**config.mk**
```make
export PLATFORM = sky130hd
export DESIGN_NAME = tdma_own_slot_tx_scheduler
export DESIGN_NICKNAME = d
export VERILOG_FILES = /design/src/hdl/tdma_sched_pkg.sv /design/src/hdl/tdma_own_slot_tx_scheduler.sv
export SDC_FILE = /design/constraint.sdc
export NUM_CORES = 1
export LEC_CHECK = 0
export BUFFER_PORTS_ARGS = -buffer_cell sky130_fd_sc_hd__buf_2
export CAP_MARGIN = 0
export CORE_MARGIN = 3
export CORE_UTILIZATION = 50
export DETAILED_ROUTE_END_ITERATION = 10
export PLACE_DENSITY = 0.66
export RECOVER_POWER = 50
export SETUP_SLACK_MARGIN = 0.05
export SLEW_MARGIN = 25
export SYNTH_ARGS = -nofsm -noshare
export SYNTH_HDL_FRONTEND = slang
export SYNTH_SLANG_ARGS = --single-unit
export TNS_END_PERCENT = 30
```
**constraint.sdc**
```tcl
create_clock -name clock -period 7.3 [get_ports clock]
set_clock_uncertainty 0.2 [all_clocks]
set_input_delay 0.73 -clock clock [delete_from_list [all_inputs] [get_ports clock]]
set_output_delay 0.73 -clock clock [all_outputs]
set_load 0.01 [all_outputs]
```
**src/hdl/tdma_sched_pkg.sv**
```systemverilog
// Shared types and constants for the TDMA own-slot transmit scheduler.
// Holds the request/response payload structs, opcodes and register indexes.
// No dependencies.
package tdma_sched_pkg;

   // Queue sizing
   localparam int QUEUE_DEPTH = 16;
   localparam int PTR_BITS    = (QUEUE_DEPTH > 1) ? $clog2(QUEUE_DEPTH) : 1;
   localparam int COUNT_BITS  = $clog2(QUEUE_DEPTH + 1);

   // Field widths
   localparam int HANDLE_W = 16;
   localparam int PERIOD_W = 16;
   localparam int SLOT_W   = 24;
   localparam int TIME_W   = 25;
   localparam int LEVEL_W  = 5;
   localparam int CSR_IDX_W  = 2;
   localparam int CSR_DATA_W = 24;

   // Opcodes
   localparam logic OP_TICK    = 1'b0;
   localparam logic OP_ENQUEUE = 1'b1;

   // Register indexes
   localparam logic [CSR_IDX_W-1:0] CSR_SLOT_PERIOD = 2'd0;
   localparam logic [CSR_IDX_W-1:0] CSR_OWN_SLOT    = 2'd1;
   localparam logic [CSR_IDX_W-1:0] CSR_SLOT_US     = 2'd2;
   localparam logic [CSR_IDX_W-1:0] CSR_GUARD_US    = 2'd3;

   // Register reset values
   localparam logic [PERIOD_W-1:0] SLOT_PERIOD_RESET = 16'd10;
   localparam logic [PERIOD_W-1:0] OWN_SLOT_RESET    = 16'd0;
   localparam logic [SLOT_W-1:0]   SLOT_US_RESET     = 24'd800000;
   localparam logic [SLOT_W-1:0]   GUARD_US_RESET    = 24'd1000;

   typedef struct packed {
      logic                opcode;
      logic [HANDLE_W-1:0] packet_handle;
   } req_type;

   typedef struct packed {
      logic                tx_valid;
      logic [HANDLE_W-1:0] tx_handle;
      logic [LEVEL_W-1:0]  queue_level;
      logic                dropped;
      logic                busy_res;
      logic                bad_config;
   } rsp_type;

endpackage

```
**src/hdl/tdma_own_slot_tx_scheduler.sv**
```systemverilog
// TDMA own-slot transmit scheduler, top level.
// Depends on tdma_sched_pkg for payload structs, opcodes and register indexes.
//
// Usage:
//   req channel (req_valid/req_stall/req_data) carries one item per transfer:
//   a one-microsecond tick or an enqueue of a packet handle. Every item gives
//   exactly one result on the rsp channel (rsp_valid/rsp_stall/rsp_data):
//   tx flag and handle, queue level, drop flag, busy and bad-config status.
//   csr_wr_en/csr_index/csr_wdata write slot_period, own_slot, slot_us and
//   guard_us; write them only while no results are outstanding.
// Throughput:
//   Unless a stall holds the response register, an item's result is loaded into
//   it at the accepting edge and can transfer in the next cycle; one item per
//   cycle sustained while rsp_stall stays low. Slot counters, FIFO update and
//   result all resolve in the single logic stage between the state registers and the response register.
// Reset: synchronous; restores the register defaults, empties the FIFO,
//   drops any held packet and starts slot 0 at time 0.
// Stall:
//   A stalled result holds in the response register while a skid register
//   takes one more result; req_stall rises while the skid register is full.
module tdma_own_slot_tx_scheduler
   import tdma_sched_pkg::*;
(
   input  logic                  clock,
   input  logic                  reset,
   input  logic                  req_valid,
   output logic                  req_stall,
   input  req_type               req_data,
   output logic                  rsp_valid,
   input  logic                  rsp_stall,
   output rsp_type               rsp_data,
   input  logic                  csr_wr_en,
   input  logic [CSR_IDX_W-1:0]  csr_index,
   input  logic [CSR_DATA_W-1:0] csr_wdata
);

   localparam logic [PTR_BITS-1:0]   PTR_LAST   = PTR_BITS'(QUEUE_DEPTH - 1);
   localparam logic [COUNT_BITS-1:0] COUNT_FULL = COUNT_BITS'(QUEUE_DEPTH);

   // Configuration registers
   logic [PERIOD_W-1:0] slot_period_ff;
   logic [PERIOD_W-1:0] own_slot_ff;
   logic [SLOT_W-1:0]   slot_us_ff;
   logic [SLOT_W-1:0]   guard_us_ff;

   // Scheduler state
   logic [TIME_W-1:0]     time_in_slot_ff, time_in_slot_in;
   logic [PERIOD_W-1:0]   slot_phase_ff, slot_phase_in;
   logic                  holding_ff, holding_in;
   logic [HANDLE_W-1:0]   held_handle_ff, held_handle_in;
   logic [HANDLE_W-1:0]   fifo_store_ff [QUEUE_DEPTH];
   logic [PTR_BITS-1:0]   fifo_head_ff, fifo_head_in;
   logic [PTR_BITS-1:0]   fifo_tail_ff, fifo_tail_in;
   logic [COUNT_BITS-1:0] fifo_count_ff, fifo_count_in;
   logic                  push;

   // Output register and skid register
   logic    rsp_valid_ff;
   rsp_type rsp_data_ff;
   logic    skid_valid_ff;
   rsp_type skid_data_ff;

   logic    accept;
   logic    rsp_take;
   rsp_type result;

   // Timing terms
   logic [TIME_W:0]     time_plus;
   logic [TIME_W:0]     slot_len;
   logic                boundary;
   logic [PERIOD_W:0]   phase_plus;
   logic                phase_wrap;
   logic                phase_match;
   logic                bad_config;
   logic                fifo_full;
   logic                fifo_empty;
   logic [HANDLE_W-1:0] head_handle;

   assign accept    = req_valid & ~skid_valid_ff;
   assign rsp_take  = rsp_valid_ff & ~rsp_stall;
   assign req_stall = skid_valid_ff;
   assign rsp_valid = rsp_valid_ff;
   assign rsp_data  = rsp_data_ff;

   // Slot boundary and phase terms, computed in parallel
   always_comb begin
      time_plus = {1'b0, time_in_slot_ff} + {{TIME_W{1'b0}}, 1'b1};
      slot_len  = {2'b00, slot_us_ff} + {2'b00, guard_us_ff};
      if (slot_len == '0) begin
         slot_len = {{TIME_W{1'b0}}, 1'b1};
      end
      boundary    = (time_plus >= slot_len);
      phase_plus  = {1'b0, slot_phase_ff} + {{PERIOD_W{1'b0}}, 1'b1};
      phase_wrap  = (phase_plus >= {1'b0, slot_period_ff});
      phase_match = phase_wrap ? (own_slot_ff == '0)
                               : (phase_plus[PERIOD_W-1:0] == own_slot_ff);
      bad_config  = (own_slot_ff >= slot_period_ff);
      fifo_full   = (fifo_count_ff >= COUNT_FULL);
      fifo_empty  = (fifo_count_ff == '0);
      head_handle = fifo_store_ff[fifo_head_ff];
   end

   // Next state and result for the incoming item
   always_comb begin
      time_in_slot_in = time_in_slot_ff;
      slot_phase_in   = slot_phase_ff;
      holding_in      = holding_ff;
      held_handle_in  = held_handle_ff;
      fifo_head_in    = fifo_head_ff;
      fifo_tail_in    = fifo_tail_ff;
      fifo_count_in   = fifo_count_ff;
      push            = 1'b0;
      result          = '0;
      result.bad_config = bad_config;

      if (req_data.opcode == OP_ENQUEUE) begin
         // push unless full, then take the head if idle
         if (fifo_full) begin
            result.dropped = 1'b1;
            result.queue_level = LEVEL_W'(fifo_count_ff);
            if (!holding_ff) begin
               holding_in     = 1'b1;
               held_handle_in = head_handle;
               fifo_head_in   = (fifo_head_ff == PTR_LAST) ? '0 : fifo_head_ff + 1'b1;
               fifo_count_in  = fifo_count_ff - 1'b1;
            end
         end else begin
            push = 1'b1;
            fifo_tail_in = (fifo_tail_ff == PTR_LAST) ? '0 : fifo_tail_ff + 1'b1;
            result.queue_level = LEVEL_W'(fifo_count_ff + 1'b1);
            if (!holding_ff) begin
               // empty queue: the pushed handle goes straight to hold
               holding_in     = 1'b1;
               held_handle_in = fifo_empty ? req_data.packet_handle : head_handle;
               fifo_head_in   = (fifo_head_ff == PTR_LAST) ? '0 : fifo_head_ff + 1'b1;
            end else begin
               fifo_count_in = fifo_count_ff + 1'b1;
            end
         end
      end else begin
         // advance time; at a boundary advance the slot and send if ours
         if (boundary) begin
            time_in_slot_in = '0;
            slot_phase_in   = phase_wrap ? '0 : phase_plus[PERIOD_W-1:0];
            if (holding_ff && !bad_config && phase_match) begin
               result.tx_valid  = 1'b1;
               result.tx_handle = held_handle_ff;
               if (fifo_empty) begin
                  holding_in = 1'b0;
               end else begin
                  held_handle_in = head_handle;
                  fifo_head_in   = (fifo_head_ff == PTR_LAST) ? '0 : fifo_head_ff + 1'b1;
                  fifo_count_in  = fifo_count_ff - 1'b1;
               end
            end
         end else begin
            time_in_slot_in = time_plus[TIME_W-1:0];
         end
         result.queue_level = LEVEL_W'(fifo_count_in);
      end
      result.busy_res = holding_in;
   end

   // Configuration writes
   always_ff @(posedge clock) begin
      if (reset) begin
         slot_period_ff <= SLOT_PERIOD_RESET;
         own_slot_ff    <= OWN_SLOT_RESET;
         slot_us_ff     <= SLOT_US_RESET;
         guard_us_ff    <= GUARD_US_RESET;
      end else if (csr_wr_en) begin
         unique case (csr_index)
            CSR_SLOT_PERIOD: slot_period_ff <= csr_wdata[PERIOD_W-1:0];
            CSR_OWN_SLOT:    own_slot_ff    <= csr_wdata[PERIOD_W-1:0];
            CSR_SLOT_US:     slot_us_ff     <= csr_wdata[SLOT_W-1:0];
            CSR_GUARD_US:    guard_us_ff    <= csr_wdata[SLOT_W-1:0];
            default: ;
         endcase
      end
   end

   // Scheduler control state
   always_ff @(posedge clock) begin
      if (reset) begin
         time_in_slot_ff <= '0;
         slot_phase_ff   <= '0;
         holding_ff      <= 1'b0;
         fifo_head_ff    <= '0;
         fifo_tail_ff    <= '0;
         fifo_count_ff   <= '0;
      end else if (accept) begin
         time_in_slot_ff <= time_in_slot_in;
         slot_phase_ff   <= slot_phase_in;
         holding_ff      <= holding_in;
         fifo_head_ff    <= fifo_head_in;
         fifo_tail_ff    <= fifo_tail_in;
         fifo_count_ff   <= fifo_count_in;
      end
   end

   // Held handle and FIFO storage
   always_ff @(posedge clock) begin
      if (accept) begin
         held_handle_ff <= held_handle_in;
         if (push) begin
            fifo_store_ff[fifo_tail_ff] <= req_data.packet_handle;
         end
      end
   end

   // Output register with skid: drain skid first, hold on stall
   always_ff @(posedge clock) begin
      if (reset) begin
         rsp_valid_ff  <= 1'b0;
         skid_valid_ff <= 1'b0;
      end else if (!rsp_valid_ff || rsp_take) begin
         if (skid_valid_ff) begin
            rsp_valid_ff  <= 1'b1;
            skid_valid_ff <= accept;
         end else begin
            rsp_valid_ff  <= accept;
         end
      end else if (accept) begin
         skid_valid_ff <= 1'b1;
      end
   end

   always_ff @(posedge clock) begin
      if (!rsp_valid_ff || rsp_take) begin
         if (skid_valid_ff) begin
            rsp_data_ff <= skid_data_ff;
            if (accept) begin
               skid_data_ff <= result;
            end
         end else if (accept) begin
            rsp_data_ff <= result;
         end
      end else if (accept) begin
         skid_data_ff <= result;
      end
   end

`ifndef SYNTHESIS
   // skid register only fills behind a held response
   assert property (@(posedge clock) disable iff (reset)
      skid_valid_ff |-> rsp_valid_ff)
      else $error("skid register full with empty response register");

   // queue occupancy never exceeds its depth
   assert property (@(posedge clock) disable iff (reset)
      fifo_count_ff <= COUNT_FULL)
      else $error("FIFO count beyond depth");

   // nothing is sent under a bad own slot
   assert property (@(posedge clock) disable iff (reset)
      (rsp_valid_ff && rsp_data_ff.tx_valid) |-> !rsp_data_ff.bad_config)
      else $error("transmit reported with bad configuration");

   // a drop is reported only with a full queue
   assert property (@(posedge clock) disable iff (reset)
      (rsp_valid_ff && rsp_data_ff.dropped)
         |-> (rsp_data_ff.queue_level == LEVEL_W'(COUNT_FULL)))
      else $error("drop reported with queue not full");
`endif

endmodule

```
==> After elaboration in Yosys (flattened, before gate mapping) <==
Memory sizes are Yosys's and may differ from the RTL's. A register that Yosys moved wholly into a read port is not among the register bits.
Index checks and enable logic that the tools add are counted.
{ "word_totals": {"ramBits": 256, "input_bits": 48, "n_memories": 1, "latch_bits": 0, "mem_bits_ro": 0, "out_inout_bits": 27, "register_bits": 203} }
{ "op_classes": {"n_eq_ne": 11, "multipliers": 0, "n_reduce_logical": 23, "add_sub_neg": 7, "order_cmp": 4, "div_mod_pow": 0, "n_shift": 0, "bitwise_logic": 6, "n_mux": 53} }
{ "memory_table": {"columns": ["memory", "words", "width", "read_ports", "rd_ports_with_merged_regs", "write_ports", "line_no", "source"], "rows": [
  ["fifo_store_ff", 16, 16, 1, 1, 1, "tdma_own_slot_tx_scheduler.sv:51", "logic [HANDLE_W-1:0] fifo_store_ff [QUEUE_DEPTH];"]
]} }
{ "op_table": {"columns": ["cell", "n"], "rows": [
  ["$mux 25", 7],
  ["$mux 16", 9],
  ["$mux 17", 3],
  ["$mux 5", 9],
  ["$mux 4", 9],
  ["$add 25x1->26 const B", 1],
  ["$ge 26x26->1", 1],
  ["$logic_not 26->1", 1],
  ["$add 24x24->25", 1],
  ["$add 16x1->17 const B", 1],
  ["$ge 17x16->1", 1],
  ["$eq 16x16->1", 1],
  ["$ge 16x16->1", 1],
  ["$logic_not 16->1", 1],
  ["$mux 1", 16],
  ["$reduce_and 2->1", 6],
  ["$reduce_and 3->1", 3],
  ["$add 4x1->4 const B", 2],
  ["$eq 4x4->1 const B", 2],
  ["$reduce_bool 2->1", 4],
  ["$ne 2x2->1 const B", 3],
  ["$add 5x1->5 const B", 1],
  ["$ge 5x5->1 const B", 1],
  ["$logic_not 5->1", 1],
  ["12 further kinds", 19]
]} }

==> Logic depth before layout (Yosys ltp) <==
Gate-level depths: netlist (run 1).
{ "depth": {"word_depth": 10, "mapped_depth": 22, "ltp_nobuf": 21} }

==> Worst setup path after synthesis (run 1) <==
Ideal clock, no wire load.
{ "synth_path": {"kind": "reg2reg", "startpoint": "register slot_us_ff[0]", "endpoint": "register held_handle_ff[0] (enable)", "path_stages_with_launch": 22, "arrival_time_ns": 4.919, "slack_ns": 1.792, "period_less_slack_ns": 5.508, "n_path_buf": 1, "path_cell_list": "dfxtp_1 ha_1 fa_1 a21o_1 a22oi_1 a211oi_1 or3_1 a21oi_1 nand2b_1 nor2b_1 mux2i_1 a41o_1 ha_1 nand2b_1 a21oi_1 o211ai_1 a2111o_1 nand4_1 and3_1 clkbuf_1 a31oi_2 nor2_1"} }
{ "synth_between": {"elab_chain_cells": 6} }
{ "synth_rtl": {"columns": ["item", "line_no", "source"], "rows": [
  ["start, declared", "tdma_own_slot_tx_scheduler.sv:43", "logic [SLOT_W-1:0] slot_us_ff;"],
  ["start signal, assigned", "tdma_own_slot_tx_scheduler.sv:175", "CSR_SLOT_US: slot_us_ff <= csr_wdata[SLOT_W-1:0];"],
  ["$add 24x24->25 *", "tdma_own_slot_tx_scheduler.sv:88", "slot_len = {2'b00, slot_us_ff} + {2'b00, guard_us_ff};"],
  ["$logic_not 26->1", "tdma_own_slot_tx_scheduler.sv:89", "if (slot_len == '0) begin"],
  ["$mux 25 *", "tdma_own_slot_tx_scheduler.sv:89", null],
  ["$ge 26x26->1 *", "tdma_own_slot_tx_scheduler.sv:92", "boundary = (time_plus >= slot_len);"],
  ["$reduce_bool 2->1 (no source line) *", null, null],
  ["$reduce_and 5->1 (no source line) *", null, null],
  ["end signal, assigned", "tdma_own_slot_tx_scheduler.sv:204", "held_handle_ff <= held_handle_in;"],
  ["end, declared", "tdma_own_slot_tx_scheduler.sv:50", "logic [HANDLE_W-1:0] held_handle_ff, held_handle_in;"]
]} }
Every way passes the cells marked *; elsewhere a longest branch is shown, timed or not.
A chain may end at the register's enable or synchronous reset.

==> Final worst setup path (run 1) <==
{ "layout_path": {"startpoint": "register slot_us_ff[13]", "endpoint": "register rsp_data_ff (netlist bit rsp_data[4]) (data pin)"} }
{ "layout_between": {"elab_chain_cells": 8} }
{ "layout_rtl": {"columns": ["item", "line_no", "source"], "rows": [
  ["$add 24x24->25 *", "tdma_own_slot_tx_scheduler.sv:88", null],
  ["$logic_not 26->1", "tdma_own_slot_tx_scheduler.sv:89", null],
  ["$mux 25 *", "tdma_own_slot_tx_scheduler.sv:89", null],
  ["$ge 26x26->1 *", "tdma_own_slot_tx_scheduler.sv:92", null],
  ["$mux 5 *", "tdma_own_slot_tx_scheduler.sv:142", "if (boundary) begin"],
  ["$mux 5 *", "tdma_own_slot_tx_scheduler.sv:116", "if (req_data.opcode == OP_ENQUEUE) begin"],
  ["$mux 25 *", "tdma_own_slot_tx_scheduler.sv:235", "end else if (accept) begin"],
  ["$mux 25 *", "tdma_own_slot_tx_scheduler.sv:230", "if (skid_valid_ff) begin"],
  ["end signal, assigned", "tdma_own_slot_tx_scheduler.sv:231", "rsp_data_ff <= skid_data_ff;"],
  ["end signal, assigned", "tdma_own_slot_tx_scheduler.sv:236", "rsp_data_ff <= result;"],
  ["end, declared", "tdma_own_slot_tx_scheduler.sv:59", "rsp_type rsp_data_ff;"]
]} }
Every way passes the cells marked *; elsewhere a longest branch is shown, timed or not. The select of a mux whose other input is x is not followed.

==> flow_summary.toml, run 1 <==
[detailed_routing]
drc = 0
drt.antenna.violating_nets = 0
viasPerCell = 5.77
drt_wl_total_um = 50100
routed-via-count = 14200
drt_iter0_drc = 1092
dr.pass1.iters = 8
wl_per_cell_um = 20.4

[placed_design]
port_buffers = 74
place_inst = 2370
place.gp.congestion = 0.870
post-dp-hpwl_um = 32700

[timing]
worst-slew-pin-transition_ns = 3.25
hold_viol_final = 0
slew_viol_final = 145
rsz0062_at_grt = "no"
finalCriticalPeriod_ns = 5.79
timing.slew.headroom_pct = -117
fin_crit_sh_pct = 79.3
setup_viol = 0
fin_setup_tns_ns = 0
max_freq_ghz = 0.173

[global_route]
grt_pass1_wl_um = 79800
grt_overflow_total = 0
track_usage_pct = 21.7
grt_antenna_before_repair = 0
grt_max_degree = 74
grt_pass1_vias = 14000

[yosys]
synth-xor-area-share_pct = 3.23
syn_area_um2 = 21900
synthAdderAreaFrac_pct = 5.30
yosysUniqueCellTypes = 81
synth_compound_area_share_pct = 8.74
synth-seq-cells = 463
async_reset_ff_share_pct = 0
syn_nets = 1921
netlist.top_cell.by_area = "edfxtp_1"
netlist.area_leader.share_pct = 44.2
synthMuxAreaShare_pct = 10.2
synth.area.top_cells = "edfxtp_1 44%, dfxtp_1 13%, mux4_2 8.2%"
synthSimpleGateAreaFrac_pct = 12.9
synth_top_family_by_area = "simple AND/OR/NAND/NOR gates"
avgSynthCellArea_um2 = 12.3
synth_seq_area_share_pct = 57.1
syn-instance-count = 1781
synth_edf_count = 322
yosysWarnings = 0
ys.flop_type = "edfxtp_1"

[min_path]
hold_depth = 3
worstHoldStart = "csr_wdata[19]"
holdPathEnd = "slot_us_ff[19]"
holdCritPathClass = "input pin to register"

[cts]
clkSinkCount = 463
cts_root_buf = "clkbuf_16"
clkTransAtPathRegs_ns = 0.07
cts_made_buffers = 48
clock_path_buffers = 3
postCtsSetupRepairBufs = 0
cts_resized = 0
cts_hold_buf = 0
clk_latency_ns = 0.59
cts_tree = "done"
cts_max_level = 2

[outcome]
outcome = "finished, violations left"
violations = "max-capacitance violations, max-slew violations"

[power_and_ir_drop]
combPwrFrac_pct = 7.0
p_sw_share_pct = 22.6
switchingPower_uw = 1320
seqPwrFrac_pct = 49.6
pwr-share-clk_pct = 43.4
p_int_uw = 4510
p_leak_uw = 0.00856
irDropWorstVdd_uv = 240
p_per_area_nw_per_um2 = 238

[critical_path]
arrival_ns = 5.97
r2r_start = "slot_us_ff[13]"
critPathLaunchType = "register"
setup.worst_path.class = "register to register"
reg2reg_to = "rsp_data[4]"
rr_worst_depth = 21
crit_path_max_fanout = 27
r2r_slack_ns = 1.51
crit_path_end_kind = "register"
required_ns = 7.48

[die]
rows = 76
core_um2 = 43200
dieArea_um2 = 46300
die_x_um = 215
initial_utilization_pct = 50.7
fp.dieH_um = 215
ios = 75

[layout]
layout-drive-gt1-share_pct = 16.0
area_growth_pct = 11.7
stdcell_count = 2456
layout.nets = 1975

[job]
max_cap_violations = 2
[critical path, stage by stage (launching register included)]
cell	delay (ns)
dfxtp_1	0.32
ha_1	0.37
a21oi_1	0.25
nand2_1	0.09
a221oi_1	0.49
a31oi_1	0.20
a21o_1	0.21
a21o_1	0.19
o31ai_1	0.31
xnor2_1	0.15
a41o_1	0.26
ha_1	0.18
nand2b_1	0.14
a21oi_1	0.14
o211ai_1	0.12
a2111o_1	0.41
nand4_1	0.11
buf_4	0.29
and3_1	0.37
nand3_1	0.21
nor3b_1	0.21
o41ai_1	0.36
[logic make-up after synthesis]
kind of cell / after synthesis
mux: 118
compound gates: 312
buf+inv: 137
flops: 463
fa+ha+maj: 92
xor+xnor: 79
simple gates: 580
[cell usage in the layout, fill, tap and decap left out, types with 30 or more instances in the layout]
cell type and n:
a21oi_1 163, buf_2 30, clkbuf_1 53, clkbuf_16 48, dfxtp_1 138, edfxtp_1 322, ha_1 91, inv_1 40
mux2_2 35, mux4_2 80, nand2_1 240, nand3_1 41, nor2_1 94, o21ai_0 43, xnor2_1 44, xor2_1 34
[registers in the layout (all words and copies together) (netlist names), 24 cells and up, named ones only]
name,flops
time_in_slot_ff,25
fifo_store_ff,256
slot_us_ff,24
rsp_data,25
skid_data_ff,25
guard_us_ff,24
[power by group through the flow]
stage          clock, uW  combinational [uW]  sequential, uW
4_1_cts             2580                 415            2890
3_3_place_gp           0                 405            2950
5_1_grt             2690                 452            2900
6_report            2530                 408            2890
2_1_floorplan          0                 277            2940
3_5_place_dp           0                 412            2950
[cell type report]
cell class | count | area [um^2]
clock inverter | 30 | 402
multi-input combinational | 1181 | 8910
tap | 585 | 732
inverter | 40 | 150
clock buffer | 55 | 1250
sequential | 463 | 12500
timing repair buffer | 101 | 503
fill | 3537 | 18700
antenna | 1 | 2.50
[through the flow]
| step | cell area (um^2) | hold WS [ns] | util [%] | total power (uW) | setup slack, ns |
|---|---|---|---|---|---|
| 6_report | 24400 | 0.183 | 56.6 | 5830 | 1.51 |
| 5_1_grt | 24400 | 0.168 | 56.6 | 6040 | 1.09 |
| 4_1_cts | 24500 | 0.146 | 56.8 | 5890 | 1.54 |
| 3_5_place_dp | 22900 | 0.247 | 52.9 | 3360 | 1.57 |
| 3_3_place_gp | 22800 | 0.245 | 52.9 | 3350 | 1.75 |
| 2_1_floorplan | 21900 | 0.236 | - | 3210 | 1.79 |
[worst max path at each step]
stage / slack, ns / start / depth (start not counted) / end
finish: 1.51 / slot_us_ff[13] / 21 / rsp_data[4]
global route: 1.09 / slot_us_ff[8] / 21 / rsp_data[4]
CTS: 1.54 / slot_us_ff[13] / 21 / rsp_data[4]
detailed placement: 1.57 / slot_us_ff[13] / 21 / rsp_data[4]
global placement: 1.75 / slot_us_ff[0] / 22 / slot_phase_ff[6]
floorplan: 1.79 / slot_us_ff[0] / 21 / held_handle_ff[0]
[Yosys cell counts, drive strengths merged (10+ instances only)]
cell type	number
and2	22
xnor2	44
mux4	80
o21ai	43
nor3b	19
edfxtp	322
a21oi	164
nand2b	14
nor3	29
nand4	22
inv	40
clkbuf	74
nand3	43
nand2	241
ha	91
xor2	34
and3	18
nor2	109
o211ai	11
nand3b	19
buf	23
dfxtp	141
a21o	12
a31oi	10
mux2	35
[routing by layer]
metal / up-vias / share of wire (%) / routed length (um) / track usage, %
li1: 6732 / - / - / -
met1: 6999 / 42 / 21200 / 29.4
met2: 394 / 50 / 25300 / 37.3
met3: 58 / 5.6 / 2820 / 3.41
met4: 0 / 1.6 / 801 / 4.87
met5: - / 0 / 0 / 0
(Power assumes the default switching activity.)
==> run 2: changes to the inputs <==
==> constraint.sdc (replaced) <==
create_clock -name clock -period 5.7 [get_ports clock]
set_clock_uncertainty 0.2 [all_clocks]
set_input_delay 0.57 -clock clock [delete_from_list [all_inputs] [get_ports clock]]
set_output_delay 0.57 -clock clock [all_outputs]
set_load 0.01 [all_outputs]
==> run 2 against run 1 <==
  * The run still ends with max-capacitance violations, max-slew violations left
  * Utilization rose by 0.40 points
  * Global-route usage rose by 0.30 points
  * Critical path depth did not move
  * Sequential power rose by 28%
==> flow_summary.toml, run 2 (synthesis results as in run 1) <==
[outcome]
outcome = "finished, violations left"
violations = "max-capacitance violations, max-slew violations"

[critical_path]
cp_slowest_cell = "or4_1"
crit_path_max_fanout = 7
worst_path_largest_cell_delay_ns = 0.46
crit_top_cell = "a21oi_1"
setup.worst_path.class = "register to register"
rr_worst_depth = 21
crit_path_end_kind = "register"
arrival_ns = 5.59
critPathTopFamily = "compound AO/OA/AOI/OAI gates"
required_ns = 5.97
cp_cell_sequence = "ha_1 -> a21oi_1 -> nand2_1 -> a221oi_2 -> a31oi_1 -> a21o_1 -> a21o_1 -> o31ai_1 -> xnor2_1 -> a41o_1 -> ha_1 -> nand2b_1 -> a21oi_1 -> o211ai_1 -> a2111o_1 -> nand4_1 -> buf_4 -> and3_4 -> a31oi_2 -> or4_1 -> a21oi_1"
path_depth = 21
critPathLaunchType = "register"
path_buf_inv = 1

[layout]
area_growth_pct = 12.5
antennaDiodeCount = 0
layout.nets = 1980
final_cell_mix = "322 x edfxtp_1, 240 x nand2_1, 163 x a21oi_1, 138 x dfxtp_1, 95 x nor2_1"
largest_reg_flops = 256
multi_input_area_um2 = 8960
fill_cells = 3500
final_common_cell = "edfxtp_1"
regMostFlops = "fifo_store_ff"
layout-drive-gt1-share_pct = 16.4
seq_area_um2 = 12500

[power_and_ir_drop]
p_int_uw = 5950
p_per_area_nw_per_um2 = 311
pwr-share-clk_pct = 44.7
p_leak_uw = 0.00863
p_sw_share_pct = 22.3
combPwrFrac_pct = 7.0
irDropWorstVdd_uv = 322
switchingPower_uw = 1700
seqPwrFrac_pct = 48.4

[global_route]
track_usage_pct = 22.0
grt_pass1_vias = 14100
grt_antenna_before_repair = 1
grt_pass1_wl_um = 80800
grt_overflow_total = 0
grt_max_degree = 74

[timing]
rsz0062_at_grt = "no"
fin_ws_ns = 0.380
worst-slew-pin-transition_ns = 3.05
slew_viol_final = 189
setup_viol = 0
timing.slew.headroom_pct = -103
fin_crit_sh_pct = 93.3
hold_viol_final = 0
max_freq_ghz = 0.188
whs_ns = 0.0378
finalCriticalPeriod_ns = 5.32
fin_setup_tns_ns = 0

[detailed_routing]
wl_per_cell_um = 20.6
viasPerCell = 5.80
drt_wl_total_um = 50800
drc = 0
routed-via-count = 14300
dr.pass1.iters = 5
drt.antenna.violating_nets = 0
drt_iter0_drc = 984

[die]
core_um2 = 43200
rows = 76
initial_utilization_pct = 50.7
die_x_um = 215
fp.dieH_um = 215
dieArea_um2 = 46300
ios = 75

[cts]
clock_path_buffers = 3
cts_root_buf = "clkbuf_16"
cts_tree = "done"
clkTransAtPathRegs_ns = 0.06
clk_latency_ns = 0.59
clkSinkCount = 463
cts_max_level = 2
cts_made_buffers = 48

[placed_design]
dp_slack_ns = 0.152
post-dp-hpwl_um = 33500
place.gp.congestion = 0.884
port_buffers = 74

[job]
max_cap_violations = 4

[min_path]
holdCritPathClass = "input pin to register"
hold_depth = 3
run 2: path summary, 6_finish.rpt:
path | startpoint | endpoint | slack, ns
worst max-delay path | slot_us_ff[13] | register | 0.38
worst min register to register | slot_period_ff[11] | slot_period_ff[11] | 0.25
worst max register to register | slot_us_ff[13] | register | 0.38
worst min-delay path | csr_wdata[18] | slot_us_ff[18] | 0.04
run 2: metal layers:
| metal | routed length, um | global-route usage (%) |
|---|---|---|
| met1 | 21700 | 29.8 |
| met2 | 24900 | 36.7 |
| met3 | 2470 | 3.32 |
| met4 | 1650 | 7.31 |
| met5 | 10 | 0 |
run 2: stage by stage:
step / util (%) / instance area, um^2 / std cells / total power, uW
5_1_grt: 57.0 / 24600 / 2462 / 7910
4_1_cts: 57.1 / 24600 / 2461 / 7720
2_1_floorplan: - / 21900 / 1781 / 4120
3_3_place_gp: 52.9 / 22900 / 2371 / 4290
6_report: 57.0 / 24600 / 2462 / 7650
3_5_place_dp: 53.0 / 22900 / 2371 / 4300
run 2: final cells by class:
class | count | share of cell area [%]
sequential | 463 | 50.8
multi-input combinational | 1181 | 36.4
clock buffer | 56 | 5.08
tap | 585 | 2.97
timing repair buffer | 106 | 2.25
clock inverter | 31 | 1.94
inverter | 40 | 0.610
run 2: timing repair:
item | in CTS | in global routing
setup endpoints to repair | 0 | 105
endpoints found under the hold margin | 4 | 0
gates resized for setup | 0 | 12
setup buffers | 0 | 1
hold buffers | 3 | 0
run 2: power groups by stage:
stage                     Sequential, uW  Combinational (uW)  Clock (uW)
after floorplan                     3760                 355           0
after global placement              3770                 522           0
after detailed placement            3770                 533           0
after CTS                           3700                 539        3480
after global routing                3710                 591        3610
final                               3700                 534        3420
run 2: tightest hold or removal path, delay by kind of cell:
family        cells  cell delay, ns
simple gates      2            0.12
buf+inv           1            0.10
==> run 3: changes to the inputs <==
--- a/config.mk
+++ b/config.mk
@@ -5,6 +5,7 @@
 export SDC_FILE = /design/constraint.sdc
 export NUM_CORES = 1
 export LEC_CHECK = 0
+export ABC_AREA = 1
 export BUFFER_PORTS_ARGS = -buffer_cell sky130_fd_sc_hd__buf_2
 export CAP_MARGIN = 0
 export CORE_MARGIN = 3
==> run 3 against run 2 <==
  * The run still ends with max-capacitance violations, max-slew violations left
  * Global-route usage grew 0.32 points
  * Via count rose by 16%
  * Non-clock buffer count is 7 lower
  * Die area is 2.2% higher
  * Worst hold slack gained 0.039 ns
  * Largest power group unchanged
  * Sequential cell count unchanged
  * Cell area increased by 1.0%
  * Cell count increased by 20%
  * Synthesized cell count increased by 28%
  * Highest routed layer is now met4
  * Power down 1.2%
  * Wire length rose by 5.3%
==> flow_summary.toml, run 3 <==
[power_and_ir_drop]
irDropWorstVdd_uv = 252
p_sw_share_pct = 24.2
seqPwrFrac_pct = 49.3
p_int_uw = 5730
switchingPower_uw = 1830
p_per_area_nw_per_um2 = 304
pwr-share-clk_pct = 41.8
p_leak_uw = 0.00980
combPwrFrac_pct = 8.9

[outcome]
outcome = "finished, violations left"
violations = "max-capacitance violations, max-slew violations"

[yosys]
syn-instance-count = 2281
syn_nets = 2421
synth_seq_area_share_pct = 55.8
syn_area_um2 = 22400
netlist.top_cell.by_area = "edfxtp_1"
synth_common_cells = "322 x edfxtp_1, 322 x nand2_1, 301 x nor2_1"
synth-seq-cells = 463
netlist.area_leader.share_pct = 43.2
yosysWarnings = 0
async_reset_ff_share_pct = 0
ys.flop_type = "edfxtp_1"
yosysUniqueCellTypes = 55
synth_edf_count = 322
synth.area.top_cells = "edfxtp_1 43%, dfxtp_1 13%, nand2_1 5.4%"
avgSynthCellArea_um2 = 9.81

[detailed_routing]
dr.pass1.iters = 5
drt_wl_total_um = 53400
viasPerCell = 5.59
drt.antenna.violating_nets = 0
wl_per_cell_um = 18.0
routed-via-count = 16600
drc = 0
drt_iter0_drc = 1399

[critical_path]
crit_path_end_kind = "register"
r2r_start = "slot_us_ff[0]"
crit_path_max_fanout = 17
cp_cell_sequence = "ha_1 -> fa_1 -> nand3_1 -> nand3_1 -> a21oi_1 -> o21ai_0 -> a21boi_0 -> o21ai_0 -> a211oi_1 -> ha_1 -> a21boi_0 -> nor3_1 -> nand2_1 -> inv_1 -> nand3_2 -> nand2_1 -> inv_1 -> nor2_1 -> nor2_1 -> o21ai_0 -> inv_1"
r2r_slack_ns = 0.69
critPathLaunchType = "register"
rr_worst_depth = 21
cp-startpoint = "slot_us_ff[0]"
required_ns = 5.98
arrival_ns = 5.28
cp_slowest_cell = "nand2_1"
setup.worst_path.class = "register to register"
reg2reg_to = "slot_phase_ff[2]"
worst_path_largest_cell_delay_ns = 0.44
endpoint = "slot_phase_ff[2]"

[timing]
slew_viol_final = 125
max_freq_ghz = 0.200
whs_ns = 0.0766
finalCriticalPeriod_ns = 5.01
fin_crit_sh_pct = 87.8
timing.slew.headroom_pct = -88.1
hold_viol_final = 0
setup_viol = 0
worst-slew-pin-transition_ns = 2.82
rsz0062_at_grt = "no"
fin_setup_tns_ns = 0

[global_route]
track_usage_pct = 22.3
grt_pass1_vias = 16100
grt_antenna_before_repair = 1
grt_pass1_wl_um = 85200
grt_overflow_total = 0
grt_max_degree = 81

[placed_design]
placed_area_um2 = 23300
place.gp.congestion = 0.881
port_buffers = 74
place_inst = 2872
post-dp-hpwl_um = 35000

[die]
dieArea_um2 = 47300
die_x_um = 218
rows = 76
fp.dieH_um = 218
core_um2 = 43600
initial_utilization_pct = 51.2
ios = 75

[layout]
finalInstanceArea_um2 = 24900
area_growth_pct = 11.2
layout.nets = 2477
fin_util_pct = 57.0
final_cell_mix = "322 x nand2_1, 322 x edfxtp_1, 295 x nor2_1, 212 x inv_1, 197 x o21ai_0"
regMostFlops = "fifo_store_ff"
stdcell_count = 2962
largest_reg_flops = 256
layout-drive-gt1-share_pct = 8.33

[cts]
cts_max_level = 2
cts_hold_buf = 0
cts_root_buf = "clkbuf_16"
postCtsSetupRepairBufs = 0
cts_made_buffers = 48
clkSinkCount = 463
cts_tree = "done"
clock_path_buffers = 3
cts_resized = 0
clk_latency_ns = 0.59
clkTransAtPathRegs_ns = 0.06

[job]
max_cap_violations = 2

[min_path]
holdCritPathClass = "input pin to register"
-- run 3: cell types whose count changed in the layout (fill, tap and decap cells not counted), sizes merged, moves of 41 or more --
cell / before / now
nor2: 109 / 318
nand2: 241 / 341
mux4: 80 / 0
nand3: 43 / 117
inv: 41 / 219
o221ai: 2 / 44
mux2i: 3 / 44
o21ai: 43 / 203
-- run 3: cell families after synthesis --
group / count (synthesis) / synth area share, %
and+or+nand+nor: 850 / 16.7
DFF: 463 / 55.8
xor gates and xnor gates: 52 / 2.10
muxes: 44 / 1.97
buffers and inverters: 315 / 5.41
AOI/OAI and AO/OA: 465 / 12.8
adders and majority gates: 92 / 5.18
-- run 3: critical path, delay by kind of cell (launching register included) --
| family | cells | cell delay (ns) |
|---|---|---|
| flops | 1 | 0.31 |
| buf+inv | 3 | 0.49 |
| fa+ha+maj | 3 | 0.94 |
| compound gates | 7 | 1.67 |
| simple gates | 8 | 1.30 |
-- run 3: stage by stage --
step                worst slack [ns]  power [uW]
floorplan                       1.53        4240
global placement               0.865        4460
finish                         0.695        7560
CTS                            0.720        7630
global route                  0.0831        7860
detailed placement             0.738        4470
-- run 3: how the worst min path moves through the flow --
stage | start | slack [ns] | end | cells past startpoint
CTS | csr_wdata[18] | 0.04 | slot_us_ff[18] | 3
global route | csr_wdata[18] | 0.06 | slot_us_ff[18] | 3
global placement | slot_us_ff[18] | 0.25 | slot_us_ff[18] | 2
detailed placement | guard_us_ff[3] | 0.25 | guard_us_ff[3] | 2
finish | csr_wdata[16] | 0.08 | slot_us_ff[16] | 3
floorplan | guard_us_ff[3] | 0.23 | guard_us_ff[3] | 2
-- run 3: cell type report --
class,count,area (um^2)
flip-flops and latches,463,12500
repair buffers,99,493
diodes,1,2.50
clock inverters,24,256
inverters,222,837
fillers,3685,18800
well taps,585,732
clock buffers,65,1350
multi-input cells,1503,8700
-- run 3: power by group through the flow --
stage          Clock [uW]  Sequential (uW)  Combinational, uW
4_1_cts              3220             3730                674
6_report             3160             3730                673
2_1_floorplan           0             3770                462
3_5_place_dp            0             3800                670
5_1_grt              3360             3740                760
3_3_place_gp            0             3800                658
-- run 3: layer usage --
metal | global-route usage [%] | vias up | share of wire, %
li1 | - | 8080 | -
met1 | 31.1 | 7884 | 45
met2 | 36.2 | 494 | 46
met3 | 3.55 | 94 | 6.8
met4 | 7.07 | 0 | 2.5
met5 | 0 | - | 0
